$ cat config.mk
export PLATFORM = sky130hd
export DESIGN_NAME = cpdt_ram
export DESIGN_NICKNAME = d
export VERILOG_FILES = /design/src/rtl/core/cpdt_ram.sv
export SDC_FILE = /design/constraint.sdc
export NUM_CORES = 1
export LEC_CHECK = 0
export BUFFER_PORTS_ARGS = -buffer_cell sky130_fd_sc_hd__buf_2
export CAP_MARGIN = 25
export CORE_UTILIZATION = 40
export DETAILED_ROUTE_END_ITERATION = 8
export REMOVE_ABC_BUFFERS = 1
export SYNTH_ARGS = -nofsm -noshare
export SYNTH_HDL_FRONTEND = slang
export SYNTH_SLANG_ARGS = --single-unit
$ cat constraint.sdc
create_clock -name clock -period 2.25 [get_ports clock]
set_input_delay 0.5625 -clock clock [delete_from_list [all_inputs] [get_ports clock]]
set_output_delay 0.5625 -clock clock [all_outputs]
set_load 0.05 [all_outputs]
$ cat src/rtl/core/cpdt_ram.sv
// ----------------------------------------------------------------------------
// cpdt_ram
// Simple dual-port RAM: one write port, one read port with registered data.
// ----------------------------------------------------------------------------
`default_nettype none

module cpdt_ram #(
   parameter int WIDTH = 8,
   parameter int DEPTH = 16
) (
   input  wire logic                     clock,
   input  wire logic                     we,
   input  wire logic [$clog2(DEPTH)-1:0] waddr,
   input  wire logic [WIDTH-1:0]         wdata,
   input  wire logic [$clog2(DEPTH)-1:0] raddr,
   output logic      [WIDTH-1:0]         rdata
);

   logic [WIDTH-1:0] mem [DEPTH];
   logic [WIDTH-1:0] rdata_ff;

   always_ff @(posedge clock) begin
      if (we) begin
         mem[waddr] <= wdata;
      end
      rdata_ff <= mem[raddr];
   end

   assign rdata = rdata_ff;

endmodule

`default_nettype wire

==> metrics.cfg <==
[run_status]
status=finished, final reports clean

[timing]
slew_violations=0
tightest_slew_ns=0.4672
min_period_ns=1.712
fin_crit_sh_pct=76.08
max_slew_margin_pct=68.85
setup_viol=0
setup_tns_ns=0
hold_viol=0
rsz0062_at_grt=false
clock_skew_ns=0.01021
fmax_mhz=584.2
worst_hold_slack_ns=0.5236

[final_layout]
multiInputGateArea_um2=1057
drive_gt1_share_pct=33.55
n_antenna_cell=0
fillers=1004
fin_cells=476
nets=309
regArea_um2=4004
area_growth_pct=21.22

[route]
ant_nets=0
drc=0
wirelength_um=9889
wl_per_cell_um=20.78
first_iter_violations=205
vias_per_cell=5.181
vias=2466
firstDrtPassIters=4

[hold_path]
hold_path_startpoint=wdata[3]
hold_end=mem[3][3]
hp-class=primary input to register
hold_path_depth=1

[global_route]
use_met3_pct=4.236
grt_start_max_net_pins=33
grtUsageMet1_pct=22.92
grt_use_met2_pct=25.43
grt_pass1_vias=2475
top_usage_layer=met2
grt_pass1_wl_um=14960
grt_usage_pct=16.75
antenna_found_initial=0
overflow=0

[placement]
dp.cells=444
port_buffers=25
gp_congestion=0.7160
dpl.hpwl_um=6254

[die]
num_rows=41
die_x_um=115.4
ioPinCount=26
die_h_um=115.4
dieArea_um2=13330
coreArea_um2=12570
start_util_pct=40.96

[synth]
synth.distinct_cells=19
synth-seq-cells=136
synth_area_um2=5147
yosysWarnings=0
netlist_instances=229
avgSynthCellArea_um2=22.48
seq_area_frac_synth_pct=77.78

[worst_setup_path]
worst-setup-path-type=primary input to register
r2r-end=rdata[1]
end_kind=register
r2r-start=mem[2][1]
crit_arrival_ns=1.99
critical_path.max_fanout=13
required_ns=2.53
r2r_cells=3
start_kind=primary input
reg2reg_slack_ns=0.82

[power]
ir_drop_uv=546.9
powerDensity_nw_per_um2=953.0
totalPowerFinal_mw=5.946
p_leak_nw=2.125

[clock_network]
root_buffer=clkbuf_16
cts_setup_buffers=0
cts_tree=yes
htreeDepth=4
cts-resized-gates=0
clk_pin_slew_worst_paths_ns=0.06
cts-hold-fix-buffers=0
cts_buffers=17
cts_sinks=136
ctsLongestPathBuffers=2
clkLatencyLatePin_ns=0.40

[run]
cap_violations=0

## cell families (layout without fill, tap and decap cells)
logic type             count (synthesis)  count (layout)  synth area share (%)
DFF                                  136             136                 77.78
and+or+nand+nor                       35              35                 3.184
muxes                                 32              32                 15.02
AOI/OAI and AO/OA                     16              16                 2.334
buffers and inverters                 10              85                 1.677
## registers in the layout, summed over array words and instances, names as in the netlist
| name | cells |
|---|---|
| rdata | 8 |
| mem | 128 |
## where the power goes
group / switching (mW) / leakage (nW) / internal [mW]
combinational: 0.204 / 0.628 / 0.119
clock: 1.03 / 0.273 / 1.75
sequential: 0.0146 / 1.22 / 2.83
## synth_stat cells (all sizes together)
master / n / area share, %
nand2b: 2 / 0.24
edfxtp: 128 / 75
clkdlybuf4s25: 3 / 0.58
or3b: 1 / 0.17
nand2: 9 / 0.66
mux4: 32 / 15
nor2: 13 / 0.95
and2: 1 / 0.12
and2b: 1 / 0.15
nand3: 1 / 0.097
a22oi: 16 / 2.3
nand3b: 2 / 0.29
nor3: 4 / 0.39
buf: 7 / 1.1
dfxtp: 8 / 3.1
nor2b: 1 / 0.12
## worst max-delay path by stage
stage / from / slack (ns) / cells after the start / end
floorplan: waddr[2] / 0.19 / 2 / mem[0][0]
global placement: raddr[0] / 0.14 / 5 / rdata[1]
detailed placement: raddr[0] / 0.09 / 5 / rdata[1]
CTS: raddr[0] / 0.53 / 5 / rdata[1]
global route: raddr[0] / 0.49 / 5 / rdata[1]
finish: raddr[0] / 0.54 / 5 / rdata[1]
## final cells by class
cell class                      count  share of cell area, %
Sequential cell                   136                  64.17
Timing Repair Buffer               53                  5.775
Tap cell                          172                  3.449
Clock inverter                     14                  2.787
Clock buffer                       18                  6.878
Multi-Input combinational cell     83                  16.94
## placed cells by master, fill, tap and decap left out, types with 3 or more instances in the layout
cell,n
bufinv_16,3
inv_6,3
nand2_1,9
mux4_2,18
nor3_1,4
mux4_1,14
buf_2,25
nor2_1,13
clkbuf_16,17
dfxtp_1,8
a22oi_1,16
clkinvlp_4,6
buf_4,26
edfxtp_1,128
## metrics by stage
stage          utilization (%)  instance area [um^2]  setup WS, ns
3_5_place_dp             44.85                  5637       0.09167
5_1_grt                  49.65                  6240        0.4872
3_3_place_gp             44.85                  5637        0.1351
6_report                 49.65                  6240        0.5381
2_1_floorplan                -                  5061        0.1946
4_1_cts                  49.65                  6240        0.5297
## routing by layer
layer	wire [um]	part of all wire [%]
met2	4777	48
met5	0	0
met3	489	4.9
met4	212	2.1
met1	4409	45
## critical path, cell delays in order
cell and delay (ns):
buf_2 0.12, buf_4 0.27, mux4_1 0.61, a22oi_1 0.32, nand2_1 0.11
Note: power is estimated with default switching activity, not from simulation.
